[config.mk]
export PLATFORM = sky130hd
export DESIGN_NAME = adab_dist
export DESIGN_NICKNAME = d
export VERILOG_FILES = /design/src/design/adab_pkg.sv /design/src/design/adab_dist.sv
export SDC_FILE = /design/constraint.sdc
export NUM_CORES = 1
export LEC_CHECK = 0
export BUFFER_PORTS_ARGS = -buffer_cell sky130_fd_sc_hd__buf_2
export CAP_MARGIN = 20
export CORE_MARGIN = 5
export CORE_UTILIZATION = 55
export DETAILED_ROUTE_END_ITERATION = 16
export PLACE_DENSITY_LB_ADDON = 0.2
export REMOVE_ABC_BUFFERS = 1
export SLEW_MARGIN = 20
export SYNTH_ARGS = -nofsm -noshare
export SYNTH_HDL_FRONTEND = slang
export SYNTH_SLANG_ARGS = --single-unit
[constraint.sdc]
create_clock -name clk -period 6.2 [get_ports clk]
set_input_delay 0.93 -clock clk [delete_from_list [all_inputs] [get_ports clk]]
set_output_delay 0.93 -clock clk [all_outputs]
set_load 0.05 [all_outputs]
[src/design/adab_pkg.sv]
`timescale 1ns / 1ps
`default_nettype none

package adab_pkg;

    localparam int MAX_WIDTH   = 4096;
    localparam int MAX_HEIGHT  = 4096;

    localparam int PIX_W       = 12;
    localparam int CRD_W       = 14;
    localparam int CH_W        = 8;
    localparam int CH_MAX      = 255;
    localparam int RAD_W       = 16;
    localparam int OPA_W       = 16;
    localparam int OPA_FRAC    = 14;
    localparam int COL_W       = 16;

    localparam int CFG_IDX_W   = 3;
    localparam int CFG_DATA_W  = 16;
    localparam int RST_RADIUS  = 256;
    localparam int RST_OPACITY = 16384;
    localparam int RST_COLOR   = 32768;

    // offsets in half pixels
    localparam int OFS_W       = 16;
    localparam int SQ1_W       = 30;
    localparam int SQR_W       = SQ1_W + 1;
    localparam int SQRT_SHIFT  = 14;

    localparam int ROOT_W      = 24;
    localparam int RADICAND_W  = 2 * ROOT_W;
    localparam int SQRT_STEPS  = 2;
    localparam int SQRT_STG    = ROOT_W / SQRT_STEPS;
    localparam int SREM_W      = ROOT_W + 2;

    // inside term: 3*d*2^16 / (20*r), quotient below 2^14
    localparam int ALPHA_FRAC  = 16;
    localparam int QUO_W       = 14;
    localparam int DIV_STEPS   = 2;
    localparam int DIV_STG     = QUO_W / DIV_STEPS;
    localparam int DEN_W       = 21;
    localparam int DREM_W      = DEN_W + 1;
    localparam int D3_W        = RAD_W + 2;

    // alpha stages: compare and set-up, quotient stages, opacity
    localparam int ALPHA_STG   = DIV_STG + 2;

    localparam int ALPHA_W     = ALPHA_FRAC + 1;
    localparam int ALPHA_ONE   = 65536;
    localparam int ALPHA_MIN   = 196;

    // ring term: 576*(512-e)/5, /5 by reciprocal ceil(2^22/5), exact below 2^22
    localparam int RING_LEN    = 512;
    localparam int RING_V_W    = 10;
    localparam int RING_X_W    = 19;
    localparam int RING_GAIN   = 576;
    localparam int RECIP5      = 838861;
    localparam int RECIP5_W    = 20;
    localparam int RECIP5_SH   = 22;
    localparam int RING_PROD_W = RING_X_W + RECIP5_W;
    localparam int RING_W      = 16;

    localparam int AMUL_W      = ALPHA_W + OPA_W;
    localparam int ASCALED_W   = AMUL_W - OPA_FRAC;
    localparam int CMUL_W      = ALPHA_W + COL_W;
    localparam int CADD_W      = 10;
    localparam int CSUM_W      = CADD_W + 1;

    typedef enum logic [CFG_IDX_W-1:0] {
        CFG_CENTER_X    = 3'd0,
        CFG_CENTER_Y    = 3'd1,
        CFG_RADIUS_Q8   = 3'd2,
        CFG_OPACITY_Q14 = 3'd3,
        CFG_COLOR_RED   = 3'd4,
        CFG_COLOR_GREEN = 3'd5,
        CFG_COLOR_BLUE  = 3'd6
    } cfg_idx_t;

    typedef struct packed {
        logic signed [CRD_W-1:0] center_x;
        logic signed [CRD_W-1:0] center_y;
        logic [RAD_W-1:0]        radius_q8;
        logic [OPA_W-1:0]        opacity_q14;
        logic [COL_W-1:0]        color_red;
        logic [COL_W-1:0]        color_green;
        logic [COL_W-1:0]        color_blue;
    } cfg_t;

    typedef struct packed {
        logic [CH_W-1:0] cur_red;
        logic [CH_W-1:0] cur_green;
        logic [CH_W-1:0] cur_blue;
        logic            in_frame;
    } pix_side_t;

endpackage

`default_nettype wire

[src/design/adab_dist.sv]
`timescale 1ns / 1ps
`default_nettype none

module adab_dist
    import adab_pkg::*;
(
    input  wire logic              clk,
    input  wire logic              rst_n,
    input  wire cfg_t              cfg,
    input  wire logic              src_valid,
    output logic                   src_ready,
    input  wire logic [PIX_W-1:0]  pixel_x,
    input  wire logic [PIX_W-1:0]  pixel_y,
    input  wire pix_side_t         side_in,
    output logic                   dst_valid,
    input  wire logic              dst_ready,
    output logic [RADICAND_W-1:0]  radicand,
    output pix_side_t              side_out
);

    logic [2:0]               valid_reg;
    logic [2:0]               rdy;
    logic signed [OFS_W-1:0]  dx_reg;
    logic signed [OFS_W-1:0]  dy_reg;
    logic signed [OFS_W-1:0]  dx_next;
    logic signed [OFS_W-1:0]  dy_next;
    logic signed [2*OFS_W-1:0] sqx_full;
    logic signed [2*OFS_W-1:0] sqy_full;
    logic [SQ1_W-1:0]         sqx_reg;
    logic [SQ1_W-1:0]         sqy_reg;
    logic [SQR_W-1:0]         sum;
    logic [RADICAND_W-1:0]    rad_reg;
    logic [RADICAND_W-1:0]    rad_next;
    pix_side_t                side_reg [3];

    assign rdy[2]    = !valid_reg[2] || dst_ready;
    assign rdy[1]    = !valid_reg[1] || rdy[2];
    assign rdy[0]    = !valid_reg[0] || rdy[1];
    assign src_ready = rdy[0];

    always_comb
    begin
        dx_next = $signed({{(OFS_W-PIX_W-1){1'b0}}, pixel_x, 1'b1})
                - $signed({{(OFS_W-CRD_W-1){cfg.center_x[CRD_W-1]}}, cfg.center_x, 1'b0});
        dy_next = $signed({{(OFS_W-PIX_W-1){1'b0}}, pixel_y, 1'b1})
                - $signed({{(OFS_W-CRD_W-1){cfg.center_y[CRD_W-1]}}, cfg.center_y, 1'b0});
        sqx_full = dx_reg * dx_reg;
        sqy_full = dy_reg * dy_reg;
        sum      = SQR_W'(sqx_reg) + SQR_W'(sqy_reg);
        rad_next = RADICAND_W'({sum, {SQRT_SHIFT{1'b0}}});
    end

    always_ff @(posedge clk or negedge rst_n)
    begin
        if (!rst_n)
        begin
            valid_reg <= '0;
        end
        else
        begin
            if (rdy[0])
            begin
                valid_reg[0] <= src_valid;
            end
            if (rdy[1])
            begin
                valid_reg[1] <= valid_reg[0];
            end
            if (rdy[2])
            begin
                valid_reg[2] <= valid_reg[1];
            end
        end
    end

    always_ff @(posedge clk)
    begin
        if (rdy[0])
        begin
            dx_reg      <= dx_next;
            dy_reg      <= dy_next;
            side_reg[0] <= side_in;
        end
        if (rdy[1])
        begin
            sqx_reg     <= sqx_full[SQ1_W-1:0];
            sqy_reg     <= sqy_full[SQ1_W-1:0];
            side_reg[1] <= side_reg[0];
        end
        if (rdy[2])
        begin
            rad_reg     <= rad_next;
            side_reg[2] <= side_reg[1];
        end
    end

    assign dst_valid = valid_reg[2];
    assign radicand  = rad_reg;
    assign side_out  = side_reg[2];

endmodule

`default_nettype wire

# After elaboration in Yosys (flattened, before gate mapping)
# Memories as Yosys holds them, arrays and structs flattened.
# Index checks and enable logic that the tools add are counted.
[word_totals]
regBits = 126
elab_cells = 26
n_memories = 1
mem_bits_rw = 75
[op_classes]
mux = 6
mul = 2
add_sub_neg = 3
n_reduce_logical = 6
[mem_list]
columns = ["memory", "words", "word_bits", "rd", "rd_ports_with_merged_regs", "write_ports", "line_no", "source"]
rows = [
  ["side_reg", 3, 25, 3, 0, 3, "adab_dist.sv:34", "pix_side_t side_reg [3];"],
]
[ops]
columns = ["operator", "n"]
rows = [
  ["$mul 16x16->30", 2],
  ["$sub 14x15->16", 2],
  ["$add 30x30->31", 1],
  ["$mux 1", 6],
  ["$logic_not 1->1", 3],
  ["$logic_or 1x1->1", 3],
]

# Depth between registers and ports, before layout
[depth]
depth_word = 6
mapped_depth = 25
depth_no_buf = 23

# Worst setup path before layout
# Ideal clock, no wire load.
[synth_timing]
kind = "flip-flop to flip-flop"
startpoint = "register dx_reg[15]"
endpoint = "register sqx_reg[29], data pin"
path_slack_ns = 0.059
arrival_time_ns = 5.881
stages_incl_launch_ff = 21
cell_sequence = "edfxtp_1 > clkbuf_1 > clkbuf_1 > nand2_1 > inv_1 > fa_1 > fa_1 > fa_1 > fa_1 > fa_1 > inv_1 > fa_1 > inv_1 > ha_1 > a211o_1 > o2111ai_1 > a21boi_0 > o31a_1 > a211o_1 > a21oi_1 > xnor2_1"
[synth_via]
elab_chain_len = 1
[synth_lines]
columns = ["item", "line_no", "source"]
rows = [
  ["from (decl)", "adab_dist.sv:23", "logic signed [OFS_W-1:0] dx_reg;"],
  ["from (signal assigned)", "adab_dist.sv:80", "dx_reg <= dx_next;"],
  ["$mul 16x16->30", "adab_dist.sv:47", "sqx_full = dx_reg * dx_reg;"],
  ["named net sqx_full[29]", "adab_dist.sv:27", "logic signed [2*OFS_W-1:0] sqx_full;"],
  ["to (signal assigned)", "adab_dist.sv:86", "sqx_reg <= sqx_full[SQ1_W-1:0];"],
  ["to (decl)", "adab_dist.sv:29", "logic [SQ1_W-1:0] sqx_reg;"],
]
# The timed path passes the listed nets, and every way through them passes these cells.
# A chain may end at the register's enable or synchronous reset.

# Final worst setup path
[layout_timing]
startpoint = "register dx_reg[5]"
endpoint = "register sqx_reg[29], data pin"
# The elaborated chain is that of the path after synthesis.

==> results.toml <==
[run_status]
status = "finished clean"

[setup_path]
path_buf_inv = 7
path_cells = "buf_6 > buf_6 > inv_4 > nor2_4 > fa_1 > inv_2 > fa_1 > fa_1 > inv_2 > fa_1 > fa_1 > inv_1 > fa_2 > inv_2 > ha_4 > a211oi_4 > o21bai_2 > o2111ai_2 > a21boi_2 > o31a_1 > a211o_1 > a21oi_2 > xnor2_1"
crit_path_start_kind = "flop"
path_max_fanout = 4
cp_common_cell = "fa_1"
cp-startpoint = "dx_reg[5]"
endpoint_kind = "flop"
cp_slowest_cell = "fa_2"
crit_type = "flop to flop"
worst_ep_required_time_ns = 6.38
crit_family = "adder cells"
r2r-start = "dx_reg[5]"
cp_slowest_stage_delay_ns = 0.57
crit_arrival_ns = 6.38

[routing]
vias = 17100
dr.pass1.iters = 5
vias_per_cell = 5.13
wire_per_inst_um = 15.8
drt-initial-drc-count = 875
drc_errors = 0
drtAntennaViolNets = 0
finalWirelength_um = 52900

[die]
die_area_um2 = 50500
rows = 78
fp.dieH_um = 225
io_pins = 236
start_util_pct = 55.8
die_w_um = 225
core_um2 = 45500

[cells_and_area]
syn2layout_area_growth_pct = 14.7
final_nets = 3544
largest_reg_flops = 75
post_route_cells_drive_above_1_share_pct = 17.1
n_antenna_cell = 0

[synthesis]
synth-edff-count = 190
synth_ff_type = "edfxtp_1"
synth_cells = 2440
ys_seq_elements = 193
yosys_warnings = 0
synth_area_um2 = 25400
ys_seq_area_share_pct = 22.8
yosys.cell_types.count = 64
postSynthAreaPerCell_um2 = 10.4
ys_async_sr_fraction_pct = 1.55

[clock_network]
clkSlewWorstSetupHoldPaths_ns = 0.08
clockBufferDepth = 2
cts.sinks = 193
htreeDepth = 4
root_buffer = "clkbuf_16"
postCtsHoldBufs = 0
clock_latency_ns = 0.45
cts_tree = "yes"
cts_made_buffers = 17

[timing]
relSlewSlack_pct = 43.6
whs_ns = 0.270
fmax_mhz = 161
setup_viol = 0
timing.final.crit_share_pct = 99.9
hold_viol_final = 0
report.final.slew_viol_count = 0
worstMarginPinSlew_ns = 0.846
fin_crit_ns = 6.20
clock_skew_ns = 0.0148
rsz0062_at_grt = "yes"

[global_route]
grt_pass1_vias = 18700
grt_pass1_wl_um = 88100
grt_max_degree = 83
grt.overflow.total = 0
antenna_found_initial = 1
track_usage_pct = 21.7

[placed_design]
gp_congestion = 0.912
port_buffers = 136
dp_hpwl_um = 43800

[flow_run]
cap_violations = 0

[min_path]
min_path_type = "input pin to asynchronous set/reset pin"
## per-layer routing
metal / vias up / track usage [%] / part of all wire [%]
met1: 8601 / 27.9 / 41
met3: 84 / 3.59 / 5.4
met5: - / 0 / 0.036
met2: 436 / 38.2 / 51
li1: 8012 / - / -
met4: 2 / 6.29 / 2.7
## per-stage QoR
stage	util (%)	worst slack, ns	instances	cell area (um2)	TNS, ns
after global placement	61.1	-0.188	3282	27800	-0.532
after global routing	64.0	-0.195	3339	29100	-0.566
after CTS	62.9	-0.0260	3324	28600	-0.0260
after detailed placement	61.1	-0.300	3282	27800	-1.51
final	64.0	0.00362	3339	29100	0
after floorplan	-	0.142	2369	24900	0
## cell usage in the layout (no fill, tap or decap), types with 7 or more instances in the layout
cell type,netlist,final
nand2b_1,16,15
nand3_1,16,15
a211oi_1,14,12
or3_1,8,7
clkbuf_16,0,17
buf_4,44,183
a21oi_2,1,7
buf_12,0,9
buf_6,0,9
buf_2,1,136
ha_4,0,9
edfxtp_1,190,190
and2_1,77,75
nor2b_1,29,29
conb_1,2,19
inv_2,0,10
ha_1,208,197
a21o_1,42,42
fa_2,0,14
a21oi_1,67,58
nor2_1,73,69
o21a_1,10,10
o21ai_0,42,38
a211o_1,7,7
inv_1,672,660
nor3_1,20,19
xnor2_1,102,102
fa_1,449,435
xor2_1,24,24
and3_1,13,11
nand2_1,181,174
## repair_timing
action | CTS | global route
gates cloned | 0 | 0
pin swaps | 19 | 56
setup endpoints to repair | 13 | 19
setup buffers | 10 | 16
resized for setup | 22 | 87
## area by class of cell
cell class,instances,area (um2)
multi-input combinational,1504,17000
fill,3698,16400
sequential,193,5780
inverter,672,2530
timing repair buffer,338,2360
tap,600,751
clock buffer,17,425
clock inverter,15,209
## cell usage after synthesis (8+ instances only)
cell type  count  share of area, %
nor2_1        73               1.1
a21oi_1       67               1.3
inv_1        672               9.9
ha_1         208                10
nand3_1       16              0.32
and3_1        13              0.32
edfxtp_1     190                22
clkbuf_1      43              0.64
or3_1          8              0.20
a211oi_1      14              0.41
nand2_1      181               2.7
xnor2_1      102               3.5
nand2b_1      16              0.39
nor2b_1       29              0.72
fa_1         449                35
a21o_1        42               1.2
and2_1        77               1.9
o21a_1        10              0.30
buf_4         44               1.3
o21ai_0       42              0.83
xor2_1        24              0.83
nor3_1        20              0.39
## path summary, 6_finish.rpt
kind | endpoint | slack, ns | depth (start not counted)
min | valid_reg[0] | 0.27 | 1
max in group asynchronous | valid_reg[1] | 5.81 | 1
max | sqx_reg[29] | 0.004 | 23
min reg2reg | side_reg[0][54] | 0.42 | 0
max reg2reg | sqx_reg[29] | 0.004 | 23
min in group clk | side_reg[0][54] | 0.42 | 0
## worst reg2reg max path, stage by stage, from the launching register on
cell and delay [ns]:
edfxtp_1 0.52, buf_6 0.19, buf_6 0.11, inv_4 0.06, nor2_4 0.04, fa_1 0.54, inv_2 0.04, fa_1 0.47
fa_1 0.51, inv_2 0.04, fa_1 0.49, fa_1 0.52, inv_1 0.05, fa_2 0.57, inv_2 0.06, ha_4 0.17
a211oi_4 0.23, o21bai_2 0.13, o2111ai_2 0.24, a21boi_2 0.09, o31a_1 0.35, a211o_1 0.29, a21oi_2 0.15, xnor2_1 0.08
## cells by family (layout without fill, tap and decap cells)
logic type | Yosys count | count (layout) | share of synthesized area (%)
AOI/OAI and AO/OA | 248 | 248 | 6.58
xor gates and xnor gates | 126 | 126 | 4.35
adders and majority gates | 657 | 657 | 45.7
buffers and inverters | 760 | 1042 | 11.9
DFF | 193 | 193 | 22.8
muxes | 2 | 2 | 0.0888
other | 2 | 19 | 0.0296
and+or+nand+nor | 452 | 452 | 8.58
Power is not shown: default switching activity piles up to over one toggle a cycle in this logic, so the estimate is an artifact.
