### src/design/adab_pkg.sv
`timescale 1ns / 1ps
`default_nettype none

package adab_pkg;

    localparam int MAX_WIDTH   = 4096;
    localparam int MAX_HEIGHT  = 4096;

    localparam int PIX_W       = 12;
    localparam int CRD_W       = 14;
    localparam int CH_W        = 8;
    localparam int CH_MAX      = 255;
    localparam int RAD_W       = 16;
    localparam int OPA_W       = 16;
    localparam int OPA_FRAC    = 14;
    localparam int COL_W       = 16;

    localparam int CFG_IDX_W   = 3;
    localparam int CFG_DATA_W  = 16;
    localparam int RST_RADIUS  = 256;
    localparam int RST_OPACITY = 16384;
    localparam int RST_COLOR   = 32768;

    // offsets in half pixels
    localparam int OFS_W       = 16;
    localparam int SQ1_W       = 30;
    localparam int SQR_W       = SQ1_W + 1;
    localparam int SQRT_SHIFT  = 14;

    localparam int ROOT_W      = 24;
    localparam int RADICAND_W  = 2 * ROOT_W;
    localparam int SQRT_STEPS  = 2;
    localparam int SQRT_STG    = ROOT_W / SQRT_STEPS;
    localparam int SREM_W      = ROOT_W + 2;

    // inside term: 3*d*2^16 / (20*r), quotient below 2^14
    localparam int ALPHA_FRAC  = 16;
    localparam int QUO_W       = 14;
    localparam int DIV_STEPS   = 2;
    localparam int DIV_STG     = QUO_W / DIV_STEPS;
    localparam int DEN_W       = 21;
    localparam int DREM_W      = DEN_W + 1;
    localparam int D3_W        = RAD_W + 2;

    // alpha stages: compare and set-up, quotient stages, opacity
    localparam int ALPHA_STG   = DIV_STG + 2;

    localparam int ALPHA_W     = ALPHA_FRAC + 1;
    localparam int ALPHA_ONE   = 65536;
    localparam int ALPHA_MIN   = 196;

    // ring term: 576*(512-e)/5, /5 by reciprocal ceil(2^22/5), exact below 2^22
    localparam int RING_LEN    = 512;
    localparam int RING_V_W    = 10;
    localparam int RING_X_W    = 19;
    localparam int RING_GAIN   = 576;
    localparam int RECIP5      = 838861;
    localparam int RECIP5_W    = 20;
    localparam int RECIP5_SH   = 22;
    localparam int RING_PROD_W = RING_X_W + RECIP5_W;
    localparam int RING_W      = 16;

    localparam int AMUL_W      = ALPHA_W + OPA_W;
    localparam int ASCALED_W   = AMUL_W - OPA_FRAC;
    localparam int CMUL_W      = ALPHA_W + COL_W;
    localparam int CADD_W      = 10;
    localparam int CSUM_W      = CADD_W + 1;

    typedef enum logic [CFG_IDX_W-1:0] {
        CFG_CENTER_X    = 3'd0,
        CFG_CENTER_Y    = 3'd1,
        CFG_RADIUS_Q8   = 3'd2,
        CFG_OPACITY_Q14 = 3'd3,
        CFG_COLOR_RED   = 3'd4,
        CFG_COLOR_GREEN = 3'd5,
        CFG_COLOR_BLUE  = 3'd6
    } cfg_idx_t;

    typedef struct packed {
        logic signed [CRD_W-1:0] center_x;
        logic signed [CRD_W-1:0] center_y;
        logic [RAD_W-1:0]        radius_q8;
        logic [OPA_W-1:0]        opacity_q14;
        logic [COL_W-1:0]        color_red;
        logic [COL_W-1:0]        color_green;
        logic [COL_W-1:0]        color_blue;
    } cfg_t;

    typedef struct packed {
        logic [CH_W-1:0] cur_red;
        logic [CH_W-1:0] cur_green;
        logic [CH_W-1:0] cur_blue;
        logic            in_frame;
    } pix_side_t;

endpackage

`default_nettype wire

### src/design/adab_blend.sv
`timescale 1ns / 1ps
`default_nettype none

module adab_blend
    import adab_pkg::*;
(
    input  wire logic                 clk,
    input  wire logic                 rst_n,
    input  wire cfg_t                 cfg,
    input  wire logic                 src_valid,
    output logic                      src_ready,
    input  wire logic [ASCALED_W-1:0] alpha_scaled,
    input  wire pix_side_t            side_in,
    output logic                      dst_valid,
    input  wire logic                 dst_ready,
    output logic [CH_W-1:0]           new_red,
    output logic [CH_W-1:0]           new_green,
    output logic [CH_W-1:0]           new_blue,
    output logic                      touched
);

    logic [1:0]          valid_reg;
    logic [1:0]          rdy;
    logic [ALPHA_W-1:0]  a;
    logic                touch_next;
    logic                touch_reg;
    logic [CMUL_W-1:0]   pr_r_next;
    logic [CMUL_W-1:0]   pr_g_next;
    logic [CMUL_W-1:0]   pr_b_next;
    logic [CMUL_W-1:0]   pr_r_reg;
    logic [CMUL_W-1:0]   pr_g_reg;
    logic [CMUL_W-1:0]   pr_b_reg;
    pix_side_t           side_reg;
    logic [CH_W-1:0]     red_next;
    logic [CH_W-1:0]     green_next;
    logic [CH_W-1:0]     blue_next;
    logic [CH_W-1:0]     red_reg;
    logic [CH_W-1:0]     green_reg;
    logic [CH_W-1:0]     blue_reg;
    logic                touched_reg;

    // cur + floor(255*a*col / 2^31), saturated
    function automatic logic [CH_W-1:0] blend_ch(input logic [CH_W-1:0] cur,
                                                 input logic [CMUL_W-1:0] pr);
        logic [CMUL_W+CH_W-1:0] p255;
        logic [CADD_W-1:0]      add;
        logic [CSUM_W-1:0]      s;
        p255 = {pr, {CH_W{1'b0}}} - {{CH_W{1'b0}}, pr};
        add  = p255[CMUL_W+CH_W-1 -: CADD_W];
        s    = CSUM_W'(cur) + CSUM_W'(add);
        return (s > CSUM_W'(CH_MAX)) ? CH_W'(CH_MAX) : s[CH_W-1:0];
    endfunction

    assign rdy[1]    = !valid_reg[1] || dst_ready;
    assign rdy[0]    = !valid_reg[0] || rdy[1];
    assign src_ready = rdy[0];

    always_comb
    begin
        if (alpha_scaled > ASCALED_W'(ALPHA_ONE))
        begin
            a = ALPHA_W'(ALPHA_ONE);
        end
        else
        begin
            a = alpha_scaled[ALPHA_W-1:0];
        end
        touch_next = side_in.in_frame && (a > ALPHA_W'(ALPHA_MIN));
        pr_r_next  = CMUL_W'(a) * CMUL_W'(cfg.color_red);
        pr_g_next  = CMUL_W'(a) * CMUL_W'(cfg.color_green);
        pr_b_next  = CMUL_W'(a) * CMUL_W'(cfg.color_blue);

        if (touch_reg)
        begin
            red_next   = blend_ch(side_reg.cur_red, pr_r_reg);
            green_next = blend_ch(side_reg.cur_green, pr_g_reg);
            blue_next  = blend_ch(side_reg.cur_blue, pr_b_reg);
        end
        else
        begin
            red_next   = side_reg.cur_red;
            green_next = side_reg.cur_green;
            blue_next  = side_reg.cur_blue;
        end
    end

    always_ff @(posedge clk or negedge rst_n)
    begin
        if (!rst_n)
        begin
            valid_reg <= '0;
        end
        else
        begin
            if (rdy[0])
            begin
                valid_reg[0] <= src_valid;
            end
            if (rdy[1])
            begin
                valid_reg[1] <= valid_reg[0];
            end
        end
    end

    always_ff @(posedge clk)
    begin
        if (rdy[0])
        begin
            touch_reg <= touch_next;
            pr_r_reg  <= pr_r_next;
            pr_g_reg  <= pr_g_next;
            pr_b_reg  <= pr_b_next;
            side_reg  <= side_in;
        end
        if (rdy[1])
        begin
            red_reg     <= red_next;
            green_reg   <= green_next;
            blue_reg    <= blue_next;
            touched_reg <= touch_reg;
        end
    end

    assign dst_valid = valid_reg[1];
    assign new_red   = red_reg;
    assign new_green = green_reg;
    assign new_blue  = blue_reg;
    assign touched   = touched_reg;

endmodule

`default_nettype wire
### config.mk
export PLATFORM = sky130hd
export DESIGN_NAME = adab_blend
export DESIGN_NICKNAME = d
export VERILOG_FILES = /design/src/design/adab_pkg.sv /design/src/design/adab_blend.sv
export SDC_FILE = /design/constraint.sdc
export NUM_CORES = 2
export LEC_CHECK = 0
export BUFFER_PORTS_ARGS = -buffer_cell sky130_fd_sc_hd__buf_4
export CAP_MARGIN = 5
export CORE_ASPECT_RATIO = 2
export CORE_MARGIN = 1.5
export CORE_UTILIZATION = 50
export CTS_CLUSTER_SIZE = 16
export DETAILED_ROUTE_END_ITERATION = 7
export GPL_ROUTABILITY_DRIVEN = 0
export HOLD_SLACK_MARGIN = 0.15
export PLACE_DENSITY = 0.78
export SLEW_MARGIN = 5
export SYNTH_ARGS = -nofsm -noshare
export SYNTH_HDL_FRONTEND = slang
export SYNTH_SLANG_ARGS = --single-unit
### constraint.sdc
create_clock -name clk -period 5.5 [get_ports clk]
set_clock_uncertainty 0.2 [all_clocks]
set_input_delay 0.825 -clock clk [delete_from_list [all_inputs] [get_ports clk]]
set_output_delay 0.825 -clock clk [all_outputs]
set_load 0.01 [all_outputs]
## After elaboration in Yosys (flattened, before gate mapping)

Cells that the tools add are included.

- ROM bits: 0
- Bits of input ports: 156
- Latch bits: 0
- Memory bits (writable): 0
- Flip-flop bits (word level): 151
- Word-level logic and storage cells: 39
- Output and inout bits: 27
- Memories kept: 0

- Add/subtract/negate cells: 6
- $mul: 3
- Muxes and demuxes: 7
- Reductions and logical operators: 5
- Shift operators: 0
- Magnitude comparators: 5
- Divide/modulo/power cells: 0
- Bitwise operators: 0
- Eq/ne operators: 0

Operators by type and width:

| operator | count |
|---|---|
| subtractor 41 x 33 -> 41 bit | 3 |
| multiplier 17 x 16 -> 33 bit | 3 |
| two-way mux 8 bit | 6 |
| adder 8 x 10 -> 11 bit | 3 |
| greater-than comparator 11 x 8 -> 1 bit (second input constant) | 3 |
| greater-than comparator 19 x 17 -> 1 bit (second input constant) | 1 |
| greater-than comparator 17 x 8 -> 1 bit (second input constant) | 1 |
| two-way mux 17 bit | 1 |
| logical NOT 1 bit | 2 |
| logical OR 1 bit | 2 |
| logical AND 1 bit | 1 |

## Longest topological paths before layout

- Depth after elaboration: 5
- Mapped depth: 30
- Depth with buffers taken out: 27

## Worst setup path after synthesis

No wires, ideal clock.

- Path type: in2reg
- Start: input port alpha_scaled[15]
- End: register pr_r_reg[32] (data pin)
- Arrival time: 7.924 ns
- Library setup time: 0.260 ns
- Buffers on the path: 3
- Required time: 5.040 ns
- Setup slack: -2.884 ns
- Cell stages on the path: 29
- Path through: nor4_1 -> nand2_1 -> o31a_1 -> nor3_1 -> clkbuf_1 -> and2_1 -> clkbuf_1 -> clkbuf_1 -> nand2_1 -> fa_1 -> inv_1 -> fa_1 -> inv_1 -> fa_1 -> inv_1 -> fa_1 -> fa_1 -> inv_1 -> fa_1 -> inv_1 -> ha_1 -> and2_1 -> a221oi_1 -> a31oi_1 -> a2111oi_0 -> nor3_1 -> a211o_1 -> a21oi_1 -> xnor2_1

- Longest elaborated chain between the ends: 3

Ends and longest elaborated chain:

| what | line | source |
|---|---|---|
| from (decl) | adab_blend.sv:12 | `input wire logic [ASCALED_W-1:0] alpha_scaled,` |
| greater-than comparator 19 x 17 -> 1 bit | adab_blend.sv:60 | `if (alpha_scaled > ASCALED_W'(ALPHA_ONE))` |
| two-way mux 17 bit * | adab_blend.sv:60 |  |
| multiplier 17 x 16 -> 33 bit * | adab_blend.sv:69 | `pr_r_next = CMUL_W'(a) * CMUL_W'(cfg.color_red);` |
| via pr_r_next[32] | adab_blend.sv:27 | `logic [CMUL_W-1:0] pr_r_next;` |
| to (signal assigned) | adab_blend.sv:111 | `pr_r_reg <= pr_r_next;` |
| to (decl) | adab_blend.sv:30 | `logic [CMUL_W-1:0] pr_r_reg;` |

Mark *: on every way through the listed nets, which the timed path passes. The rest lies on a longest branch.
A chain may end at the register's enable or synchronous reset.

## Final worst setup path

- Start: input port alpha_scaled[1]
- End: register pr_r_reg[31] (data pin)

The elaborated chain is that of the path after synthesis.

==> impl_metrics.toml <==
[outcome]
status = "finished, violations left"
violations = "negative setup slack"

[yosys]
syn_area_sq_um = 35200
synth_area_leaders = "fa_1 36%, ha_1 15%, edfxtp_1 13%"
synthesis.nets = 4998
synth_ff_type = "edfxtp_1"
ys_types = 76
synth_top_area_cell = "fa_1"
async_flop_share_pct = 1.32
avgSynthCellArea_sq_um = 9.25
yosys_warnings = 0
synth_seq_cells = 151
synthDominantCellAreaShare_pct = 35.7
ys_seq_area_share_pct = 12.9
netlist_top_cells_count = "779 x inv_1, 627 x fa_1, 504 x nand2_1, 414 x ha_1, 368 x and3_1"
syn_inst = 3801
synth-edff-count = 149
yosysMostFrequentCell = "inv_1"

[die]
initial_core_util_pct = 50.5
die_h_um = 378
die_area_sq_um = 72000
die_x_um = 190
io-pin-count = 183
rows = 137
core_area_sq_um = 69600

[sta]
holdWs_ps = 272
finalHoldViolations = 0
rsz0062_at_grt = "yes"
slew_viol_final = 0
max-slew-margin-rel_pct = 41.1
final.setup.worst_slack_ps = -2160
worstMarginPinSlew_ps = 884
fin_setup_tns_ps = -122020
fin_crit_sh_pct = 139
period_minus_slack_ps = 7660
fmax_mhz = 130
setup_viol = 80

[layout]
drive_gt1_share_pct = 23.8
area_delta_synth_final_pct = 25.0
finalNetCount = 5492

[clock_network]
clock_sinks = 151
clock_latency_ps = 490
cts.path.max_buffers = 2
cts_tree = "built"
path_clk_slew_ps = 70
clockRootBuffer = "clkbuf_16"
cts_made_buffers = 17
htreeDepth = 4

[critical_path]
end_kind = "flop"
r2r-end = "new_red[2]"
required_ps = 5540
slowest_stage = "fa_2"
rrSetupSlack_ps = 190
r2r_cells = 21
r2r-start = "pr_r_reg[21]"
cp_data_arrival_time_ps = 7700
timing.critical_path.from = "alpha_scaled[1]"
start_kind = "primary input"
cp-endpoint = "pr_r_reg[31]"
critPathKind = "primary input to flop"
crit_fanout = 8
cp_slowest_stage_delay_ps = 570

[placement]
hpwl_um = 84000
port_buffers = 122

[routing]
dr_total_vias = 30449
viasPerCell = 5.84
route.detailed.drc = 0
firstDrtPassIters = 6
drt_iter0_markers = 2124
ant_nets = 0
routed_wirelength_um = 110000
wl_per_cell_um = 21.1

[power]
p_leak_nw = 23.0
power_mw = 8.91
ir_drop_uv = 323
pwr_density_cell_nw_per_um2 = 203

[worst_hold_path]
min_path_type = "flop to flop"

[grt]
grt_max_degree = 51
first_global_vias = 33250
antenna_found_initial = 7
grt_usage_pct = 30.6
grt_pass1_wl_um = 168000
gr-total-overflow = 0

[run]
cap_violations = 0
[through the flow]
stage	instances	instance area [sq um]	util (%)	setup WS, ps
2_1_floorplan	3801	36200	-	-2260
3_3_place_gp	5093	40800	58.7	-2570
3_5_place_dp	5093	40800	58.7	-2730
4_1_cts	5173	42600	61.2	-2050
5_1_grt	5215	43900	63.1	-2370
6_report	5218	44000	63.2	-2160
[layout by cell type (no fill, tap or decap), types with 22 or more instances in the layout]
cell	count
nand3_1	24
a21oi_2	37
nand2_1	474
fa_2	26
edfxtp_1	149
clkbuf_16	22
buf_6	57
and3_1	341
inv_2	32
buf_12	30
buf_4	550
inv_1	746
and2_1	36
ha_1	377
xor2_1	24
o21ai_0	36
ha_4	37
a21o_1	52
and3_4	27
nor2_1	73
xnor2_1	74
a21oi_1	68
fa_1	601
[power breakdown]
| group | total [mW] | switching, mW | internal (mW) |
|---|---|---|---|
| registers | 1.88 | 0.227 | 1.66 |
| clock network | 1.25 | 0.558 | 0.688 |
| logic | 5.78 | 3.12 | 2.65 |
[area by class of cell]
| type | count | area (sq um) |
|---|---|---|
| multi-input cells | 2689 | 28900 |
| clock buffers | 18 | 429 |
| well taps | 903 | 1130 |
| repair buffers | 657 | 5810 |
| clock inverters | 14 | 178 |
| fillers | 5227 | 25600 |
| flip-flops and latches | 151 | 4520 |
| inverters | 779 | 2930 |
| diodes | 7 | 17.5 |
[kinds of logic (layout without fill, tap and decap cells)]
kind of cell               Yosys count  after routing  share of synthesized area (%)
and+or+nand+nor                   1146           1147                           16.1
xor gates and xnor gates           110            110                           2.74
buffers and inverters              962           1468                           10.3
DFF                                151            151                           12.9
other                                0              7                              0
adders and majority gates         1041           1041                           50.4
AOI/OAI and AO/OA                  386            386                           7.40
muxes                                5              5                          0.142
[how the worst min path moves through the flow]
stage,endpoint,start,depth (start not counted),slack (ps)
2_1_floorplan,valid_reg[1],valid_reg[0],1,240
3_3_place_gp,valid_reg[1],valid_reg[0],1,240
3_5_place_dp,valid_reg[1],valid_reg[0],1,260
4_1_cts,valid_reg[1],valid_reg[0],1,280
5_1_grt,valid_reg[1],valid_reg[0],1,290
6_report,valid_reg[1],valid_reg[0],1,270
[routing by layer]
metal / GRT usage [%] / vias up / wire, um
li1: - / 13141 / -
met1: 29.3 / 14978 / 34100
met3: 6.28 / 748 / 7960
met2: 55.0 / 1574 / 56900
met5: 0 / - / 59
met4: 26.4 / 8 / 11300
[critical path: cells and delay by family]
| family | cells | cell delay, ps |
|---|---|---|
| AO/OA/AOI/OAI | 7 | 1570 |
| adder cells (fa/ha/maj) | 7 | 3130 |
| buffers and inverters | 8 | 950 |
| AND/OR/NAND/NOR | 8 | 1220 |
[repair_timing]
item	CTS	global route
setup buffers	45	39
hold buffers	1	0
resized for setup	151	226
cloned	6	5
setup endpoints to repair	88	96
pin swaps	66	123
endpoints found under the hold margin	2	0
Power figures use the tool's default switching activity.
