[config.mk]
export PLATFORM = sky130hd
export DESIGN_NAME = adab_sqrt
export DESIGN_NICKNAME = d
export VERILOG_FILES = /design/src/design/adab_pkg.sv /design/src/design/adab_sqrt.sv
export SDC_FILE = /design/constraint.sdc
export NUM_CORES = 2
export LEC_CHECK = 0
export ABC_AREA = 1
export BUFFER_PORTS_ARGS = -buffer_cell sky130_fd_sc_hd__buf_2
export CAP_MARGIN = 20
export CORE_ASPECT_RATIO = 1.1
export CORE_MARGIN = 2
export CORE_UTILIZATION = 55
export CTS_CLUSTER_DIAMETER = 60
export DETAILED_ROUTE_END_ITERATION = 16
export HOLD_SLACK_MARGIN = 0.03
export PLACE_DENSITY = 0.84
export SLEW_MARGIN = 20
export SYNTH_ARGS = -nofsm -noshare
export SYNTH_HDL_FRONTEND = slang
export SYNTH_SLANG_ARGS = --single-unit
[constraint.sdc]
create_clock -name clk -period 18.4 [get_ports clk]
set_input_delay 1.84 -clock clk [delete_from_list [all_inputs] [get_ports clk]]
set_output_delay 1.84 -clock clk [all_outputs]
set_load 0.005 [all_outputs]
[src/design/adab_pkg.sv]
`timescale 1ns / 1ps
`default_nettype none

package adab_pkg;

    localparam int MAX_WIDTH   = 4096;
    localparam int MAX_HEIGHT  = 4096;

    localparam int PIX_W       = 12;
    localparam int CRD_W       = 14;
    localparam int CH_W        = 8;
    localparam int CH_MAX      = 255;
    localparam int RAD_W       = 16;
    localparam int OPA_W       = 16;
    localparam int OPA_FRAC    = 14;
    localparam int COL_W       = 16;

    localparam int CFG_IDX_W   = 3;
    localparam int CFG_DATA_W  = 16;
    localparam int RST_RADIUS  = 256;
    localparam int RST_OPACITY = 16384;
    localparam int RST_COLOR   = 32768;

    // offsets in half pixels
    localparam int OFS_W       = 16;
    localparam int SQ1_W       = 30;
    localparam int SQR_W       = SQ1_W + 1;
    localparam int SQRT_SHIFT  = 14;

    localparam int ROOT_W      = 24;
    localparam int RADICAND_W  = 2 * ROOT_W;
    localparam int SQRT_STEPS  = 2;
    localparam int SQRT_STG    = ROOT_W / SQRT_STEPS;
    localparam int SREM_W      = ROOT_W + 2;

    // inside term: 3*d*2^16 / (20*r), quotient below 2^14
    localparam int ALPHA_FRAC  = 16;
    localparam int QUO_W       = 14;
    localparam int DIV_STEPS   = 2;
    localparam int DIV_STG     = QUO_W / DIV_STEPS;
    localparam int DEN_W       = 21;
    localparam int DREM_W      = DEN_W + 1;
    localparam int D3_W        = RAD_W + 2;

    // alpha stages: compare and set-up, quotient stages, opacity
    localparam int ALPHA_STG   = DIV_STG + 2;

    localparam int ALPHA_W     = ALPHA_FRAC + 1;
    localparam int ALPHA_ONE   = 65536;
    localparam int ALPHA_MIN   = 196;

    // ring term: 576*(512-e)/5, /5 by reciprocal ceil(2^22/5), exact below 2^22
    localparam int RING_LEN    = 512;
    localparam int RING_V_W    = 10;
    localparam int RING_X_W    = 19;
    localparam int RING_GAIN   = 576;
    localparam int RECIP5      = 838861;
    localparam int RECIP5_W    = 20;
    localparam int RECIP5_SH   = 22;
    localparam int RING_PROD_W = RING_X_W + RECIP5_W;
    localparam int RING_W      = 16;

    localparam int AMUL_W      = ALPHA_W + OPA_W;
    localparam int ASCALED_W   = AMUL_W - OPA_FRAC;
    localparam int CMUL_W      = ALPHA_W + COL_W;
    localparam int CADD_W      = 10;
    localparam int CSUM_W      = CADD_W + 1;

    typedef enum logic [CFG_IDX_W-1:0] {
        CFG_CENTER_X    = 3'd0,
        CFG_CENTER_Y    = 3'd1,
        CFG_RADIUS_Q8   = 3'd2,
        CFG_OPACITY_Q14 = 3'd3,
        CFG_COLOR_RED   = 3'd4,
        CFG_COLOR_GREEN = 3'd5,
        CFG_COLOR_BLUE  = 3'd6
    } cfg_idx_t;

    typedef struct packed {
        logic signed [CRD_W-1:0] center_x;
        logic signed [CRD_W-1:0] center_y;
        logic [RAD_W-1:0]        radius_q8;
        logic [OPA_W-1:0]        opacity_q14;
        logic [COL_W-1:0]        color_red;
        logic [COL_W-1:0]        color_green;
        logic [COL_W-1:0]        color_blue;
    } cfg_t;

    typedef struct packed {
        logic [CH_W-1:0] cur_red;
        logic [CH_W-1:0] cur_green;
        logic [CH_W-1:0] cur_blue;
        logic            in_frame;
    } pix_side_t;

endpackage

`default_nettype wire

[src/design/adab_sqrt.sv]
`timescale 1ns / 1ps
`default_nettype none

module adab_sqrt
    import adab_pkg::*;
(
    input  wire logic                  clk,
    input  wire logic                  rst_n,
    input  wire logic                  src_valid,
    output logic                       src_ready,
    input  wire logic [RADICAND_W-1:0] radicand,
    input  wire pix_side_t             side_in,
    output logic                       dst_valid,
    input  wire logic                  dst_ready,
    output logic [ROOT_W-1:0]          root,
    output pix_side_t                  side_out
);

    typedef struct packed {
        logic [RADICAND_W-1:0] rad;
        logic [SREM_W-1:0]     rem;
        logic [ROOT_W-1:0]     root;
    } sq_stage_t;

    sq_stage_t             stg_src  [SQRT_STG];
    sq_stage_t             stg_next [SQRT_STG];
    sq_stage_t             stg_reg  [SQRT_STG];
    pix_side_t             side_src [SQRT_STG];
    pix_side_t             side_reg [SQRT_STG];
    logic [SQRT_STG-1:0]   valid_src;
    logic [SQRT_STG-1:0]   valid_reg;
    logic [SQRT_STG-1:0]   rdy;

    // one root digit: bring down two radicand bits, trial subtract
    function automatic sq_stage_t sqrt_step(input sq_stage_t s);
        sq_stage_t         o;
        logic [SREM_W-1:0] t;
        logic [SREM_W-1:0] trial;
        t     = {s.rem[SREM_W-3:0], s.rad[RADICAND_W-1 -: 2]};
        trial = {s.root, 2'b01};
        o.rad = {s.rad[RADICAND_W-3:0], 2'b00};
        if (t >= trial)
        begin
            o.rem  = t - trial;
            o.root = {s.root[ROOT_W-2:0], 1'b1};
        end
        else
        begin
            o.rem  = t;
            o.root = {s.root[ROOT_W-2:0], 1'b0};
        end
        return o;
    endfunction

    function automatic sq_stage_t sqrt_steps(input sq_stage_t s);
        sq_stage_t o;
        o = s;
        for (int k = 0; k < SQRT_STEPS; k++)
        begin
            o = sqrt_step(o);
        end
        return o;
    endfunction

    for (genvar i = 0; i < SQRT_STG; i++)
    begin : g_stg
        if (i == 0)
        begin : g_first
            assign stg_src[i]   = {radicand, {SREM_W{1'b0}}, {ROOT_W{1'b0}}};
            assign side_src[i]  = side_in;
            assign valid_src[i] = src_valid;
        end
        else
        begin : g_next
            assign stg_src[i]   = stg_reg[i-1];
            assign side_src[i]  = side_reg[i-1];
            assign valid_src[i] = valid_reg[i-1];
        end

        if (i == SQRT_STG - 1)
        begin : g_last_rdy
            assign rdy[i] = !valid_reg[i] || dst_ready;
        end
        else
        begin : g_mid_rdy
            assign rdy[i] = !valid_reg[i] || rdy[i+1];
        end

        assign stg_next[i] = sqrt_steps(stg_src[i]);

        always_ff @(posedge clk or negedge rst_n)
        begin
            if (!rst_n)
            begin
                valid_reg[i] <= 1'b0;
            end
            else if (rdy[i])
            begin
                valid_reg[i] <= valid_src[i];
            end
        end

        always_ff @(posedge clk)
        begin
            if (rdy[i])
            begin
                stg_reg[i]  <= stg_next[i];
                side_reg[i] <= side_src[i];
            end
        end
    end

    assign src_ready = rdy[0];
    assign dst_valid = valid_reg[SQRT_STG-1];
    assign root      = stg_reg[SQRT_STG-1].root;
    assign side_out  = side_reg[SQRT_STG-1];

endmodule

`default_nettype wire

## Yosys cells after proc, flatten, opt, wreduce, memory -nomap -nowiden

Memories as Yosys holds them, arrays and structs flattened.
Index checks and enable logic that the tools add are counted.

| word-level totals | value |
|---|---|
| bits in writable memories | 1,428 |
| memories | 2 |
| bits of input ports | 77 |
| logic and storage cells | 134 |
| register bits | 12 |

| operators by class | value |
|---|---|
| magnitude comparators | 24 |
| muxes and demuxes | 48 |
| reductions and logical operators | 24 |
| add/subtract/negate cells | 24 |

Memories:

| name | depth | width | rd ports | clocked after Yosys merged registers in | write ports | RTL line | source |
|---|---|---|---|---|---|---|---|
| stg_reg | 12 | 94 | 12 | 0 | 12 | adab_sqrt.sv:27 | `sq_stage_t stg_reg [SQRT_STG];` |
| side_reg | 12 | 25 | 12 | 0 | 12 | adab_sqrt.sv:29 | `pix_side_t side_reg [SQRT_STG];` |

Operator list:

| kind | count |
|---|---|
| 50-bit 2-to-1 mux | 12 |
| 26-bit greater-or-equal comparator | 23 |
| 48-bit 2-to-1 mux | 12 |
| 26-bit subtractor | 12 |
| 24-bit subtractor | 11 |
| 1-bit 2-to-1 mux | 24 |
| 1-bit zero test | 12 |
| 1-bit logical OR | 12 |
| 2-bit by 1-bit subtractor with 3-bit output, second input constant | 1 |
| 2-bit by 1-bit greater-or-equal comparator with 1-bit output, second input constant | 1 |

## Longest topological paths before layout

| depth | value |
|---|---|
| word-level depth | 15 |
| mapped depth | 30 |
| gate-level depth less buffers | 27 |

## Worst setup path before layout

Ideal clock, no wire load.

| path | value |
|---|---|
| kind | input-to-output |
| start point | input dst_ready |
| end point | output src_ready |
| slack | -1,304 ps |
| arrival | 17,864 ps |
| stages | 18 |
| required time | 16,560 ps |
| cell sequence | nor2_1 -> inv_1 -> nor2_1 -> inv_1 -> nor2_1 -> inv_1 -> nor2_1 -> inv_1 -> nor2_1 -> inv_1 -> nor2_1 -> inv_1 -> nor2_1 -> nand2_1 -> nor2_1 -> nand2_1 -> nor2_1 -> nand2_1 |

| between the ends | value |
|---|---|
| cells in the longest elaborated chain, start to end | 12 |

Ends and longest elaborated chain:

| element | RTL line | source |
|---|---|---|
| from (decl) | adab_sqrt.sv:14 | `input wire logic dst_ready,` |
| 1-bit logical OR | adab_sqrt.sv:82 | `assign rdy[i] = !valid_reg[i] \|\| dst_ready;` |
| named net rdy[11] | adab_sqrt.sv:32 | `logic [SQRT_STG-1:0] rdy;` |
| 1-bit logical OR | adab_sqrt.sv:86 | `assign rdy[i] = !valid_reg[i] \|\| rdy[i+1];` |
| named net rdy[10] | adab_sqrt.sv:32 |  |
| 1-bit logical OR | adab_sqrt.sv:86 |  |
| named net rdy[9] | adab_sqrt.sv:32 |  |
| 1-bit logical OR | adab_sqrt.sv:86 |  |
| named net rdy[8] | adab_sqrt.sv:32 |  |
| 1-bit logical OR | adab_sqrt.sv:86 |  |
| named net rdy[7] | adab_sqrt.sv:32 |  |
| 1-bit logical OR | adab_sqrt.sv:86 |  |
| named net rdy[6] | adab_sqrt.sv:32 |  |
| 1-bit logical OR (2 in series) | adab_sqrt.sv:86 |  |
| named net rdy[4] | adab_sqrt.sv:32 |  |
| 1-bit logical OR (2 in series) | adab_sqrt.sv:86 |  |
| named net rdy[2] | adab_sqrt.sv:32 |  |
| 1-bit logical OR (2 in series) | adab_sqrt.sv:86 |  |
| to (decl) | adab_sqrt.sv:10 | `output logic src_ready,` |

The timed path passes the listed nets, and every way through them passes these cells.

## Worst setup path after layout

Ends and elaborated chain as after synthesis.

==> results <==
- The flip-flop and latch area is 29400 um2.
- Once detail routing completed, the nets flagged for antenna violations numbered 0.
- The number of max-slew violations in the final report was 0.
- The tool flagged a number of max-cap violations equal to 0.
- The maximum achievable frequency is 0.0953 GHz.
- The site row count is 125.
- Across the VDD grid, the largest voltage drop is 0.106 mV.
- Setup repair after global routing left no endpoint under its margin.
- The register with the most flip-flops in the layout has 670 of them.
- After detailed placement, the total cell area comes to 60500 um2.
- The relative contribution of combinational cells to total power is 0.413.
- The completed layout was analyzed and its total power is 10.3 mW.
- The number of hold violations in the final report is 0.
- Yosys printed 0 warnings.
- Of the total power, the share spent switching nets is 0.417.
- The final setup skew is 0.0285 ns.
- The placer's final routability congestion estimate is 0.994.
- Of the cells placed in the final design, the portion with a size suffix greater than 1 is 0.0735.
- The proportion of power drawn by flip-flops and latches is 0.376.
- For the final routed database, the setup TNS stands at 0 ns.
- The number of enable flip-flop cells after synthesis is 970.
- The die area is 110000 um2.
- The leading cell type in the layout, fill and taps excluded is nand2_1.
- The final period demand of the worst path is 10.50 ns.
- The violation count after the first detailed-routing iteration is 4707.
- For the pin with the worst max-slew slack, the measured transition is 1.07 ns.
- The detailed placer's ending HPWL is 122000 um.
- The initial utilization of the core area, before any placement, comes to 0.555.
- The final worst setup slack is 7.90 ns.
- Internal power comes to 6.02 mW.
- The clock tree synthesis step divided the H-tree into 3 levels.
- A synthesized cell averages 8.68 um2.
- Once the clock tree was built, the resizer swapped 0 gates to a different size.
- The run finished with clean final reports.
- The core region is 106000 um2.
- The cell that appears most often on the critical path is nor2_1.
- The area added between synthesis and finish is 9.01%.
- The switching power is 4.31 mW.
- From left edge to right edge, the die measures 316 um.
- Clock latency on the worst-skew pair, taken at its later pin, is 0.73 ns.
- The number of filler cells placed in the layout is 8962.
- The number of antenna violations at the first check in global routing is 11.
- The area of the multi-input gates is 25000 um2.
- The worst slew slack as a fraction of its limit is 0.288.
- The power per unit of standard cell area is 161 nW/um2.
- The maximum number of pins on one net before global-route repair is 79.
- The critical path's slowest cell is nor2_1.
- The setup slack after placement is 8.00 ns.
- In the finished design, the share of the clock period the worst path needs comes to 0.570.
- For this run, the post-layout net count is 7306.
- Dividing the detail-routed wire length by the instance count gives 18.8 um.
- In this run the tool buffered the top-level ports with 127 buffer cells.
- In the synthesized netlist, the number of instances is 6776.
- The cell at the root of the clock tree is clkbuf_16.
- The share of total power in the clock network is 0.211.
- The endpoint class of the critical path is a primary output.
- The nature of the critical path startpoint is a primary input.
- Leaving out filler cells and counting taps, the final layout contains 8395.
- The most used flip-flop cell after synthesis is edfxtp_1.
- The wire length of the first global-routing pass is 241000 um.
- The setup violation total in the final timing report is 0.
- The highest cell delay on the worst timing path is 0.55 ns.
- The first detailed-routing pass ran for 8 iterations.
- Of all nets on the critical path, the largest fanout is 51.
- The register clock-pin slew on the reported worst setup and hold paths is 0.07 ns.
- Traced cell by cell, the critical path runs through buf_2 > nor2_1 > inv_2 > buf_4 > nor2_1 > inv_2 > nor2_1 > inv_2 > nor2_1 > clkinv_2 > nor2_1 > clkinv_2 > nor2_1 > clkinv_2 > nor2_1 > nand2_4 > nor2_1 > nand2_4 > nor2_1 > nand2_4 > buf_2.
- The via count of the first global-routing pass is 44400.
- For this design, the sink count on the clock tree is 982.
- For this run, design rule violations remaining after detail routing come to 0.
- The standby leakage power is 29.4 nW.
- The critical path class is primary input to primary output.
- The number of hold buffers added after CTS was 0.
- The via total after detailed routing is 46900.
- Final hold analysis gives a worst-case slack of 0.394 ns.
- Of the synthesized area, sequential elements account for 0.500.
- In this run, distinct cell masters in the synthesized netlist total 66.
- The end-of-flow core utilization is 0.605.
- The cell area after layout is 64100 um2.
- The post-synthesis register bit count is 982.
- The total routed wirelength is 158000 um.
- The required time at the endpoint of the critical path is 16.56 ns.
- The clock passes through at most 3 buffers.
- The remaining global-route overflow is 0.
- In the routed layout, each cell is associated on average with a via count of 5.59.
- Across every metal layer, demand over resource in global routing totals 0.284.
- The number of buffers inserted during clock tree synthesis is 104.
- The path type of the worst min-delay path is flop to flop.
- The proportion of register bits with asynchronous set or reset after synthesis is 0.0122.
- The placed cell count is 8199.
- STA puts the critical path data arrival time at 8.66 ns.
- In the layout the commonest cells are 1899 x nand2_1, 970 x edfxtp_1, 900 x inv_1.
- The CTS tree is built.
- The height of the chip is 347 um.
- During I/O placement, the number of pins put on the boundary was 128.
- The total standard cell area after synthesis is 58800 um2.
- In this run the post-CTS setup repair buffer count came out at 0.
==> synthesized netlist by cell type (36+ instances only) <==
cell / count / area [um2]
a21oi_1: 352 / 1760
inv_1: 909 / 3410
xnor2_1: 90 / 788
nor3_1: 77 / 385
ha_1: 321 / 4020
xor2_1: 160 / 1400
o21bai_1: 36 / 270
o21ai_0: 306 / 1530
nand3_1: 424 / 2120
nand2_1: 1902 / 7140
buf_4: 60 / 450
nand4_1: 122 / 763
edfxtp_1: 970 / 29100
nor2_1: 620 / 2330
==> path summary, 6_finish.rpt <==
check,startpoint,to,slack [ns],cells after the start
max,dst_ready,src_ready,7.90,21
min,stg_reg[1][367],stg_reg[2][89],0.39,0
max reg2reg,dst_valid,stg_reg[0][91],10.70,21
min reg2reg,stg_reg[1][367],stg_reg[2][89],0.39,0
max in group asynchronous,rst_n,valid_reg[5],16.97,1
min in group asynchronous,rst_n,valid_reg[8],1.07,1
==> metal layers <==
metal,up-vias,track usage,share of wire
li1,22900,-,-
met5,-,0,0.00034
met2,1917,0.481,0.48
met1,21700,0.360,0.40
met4,8,0.130,0.047
met3,424,0.0415,0.075
==> cell families (layout without fill, tap and decap cells) <==
| group | Yosys count | count (layout) | share of synthesized area |
|---|---|---|---|
| simple gates | 3339 | 3339 | 0.243 |
| buf+inv | 1062 | 1279 | 0.0746 |
| flops | 982 | 982 | 0.500 |
| compound gates | 819 | 819 | 0.0759 |
| fa+ha+maj | 321 | 321 | 0.0683 |
| xor+xnor | 251 | 251 | 0.0375 |
| other cells | 1 | 6 | 0.0000638 |
| mux | 1 | 1 | 0.000170 |
==> final cells by class <==
cell class | instances | area share
Multi-Input combinational cell | 4733 | 0.390
Timing Repair Buffer | 144 | 0.0119
Tap cell | 1397 | 0.0273
Clock buffer | 114 | 0.0418
Inverter | 943 | 0.0555
Antenna cell | 4 | 0.000156
Sequential cell | 982 | 0.459
Clock inverter | 78 | 0.0141
==> critical path, delay by kind of cell <==
kind | cells | cell delay [ns]
simple gates | 12 | 4.34
buf+inv | 9 | 2.41
==> power by group through the flow <==
stage,sequential [mW],combinational [mW],clock [mW]
after floorplan,3.70,3.12,0
after global placement,3.88,4.07,0
after detailed placement,3.91,4.14,0
after CTS,3.88,4.19,2.22
after global routing,3.94,4.75,2.30
final,3.89,4.27,2.18
Power figures use the tool's default switching activity.
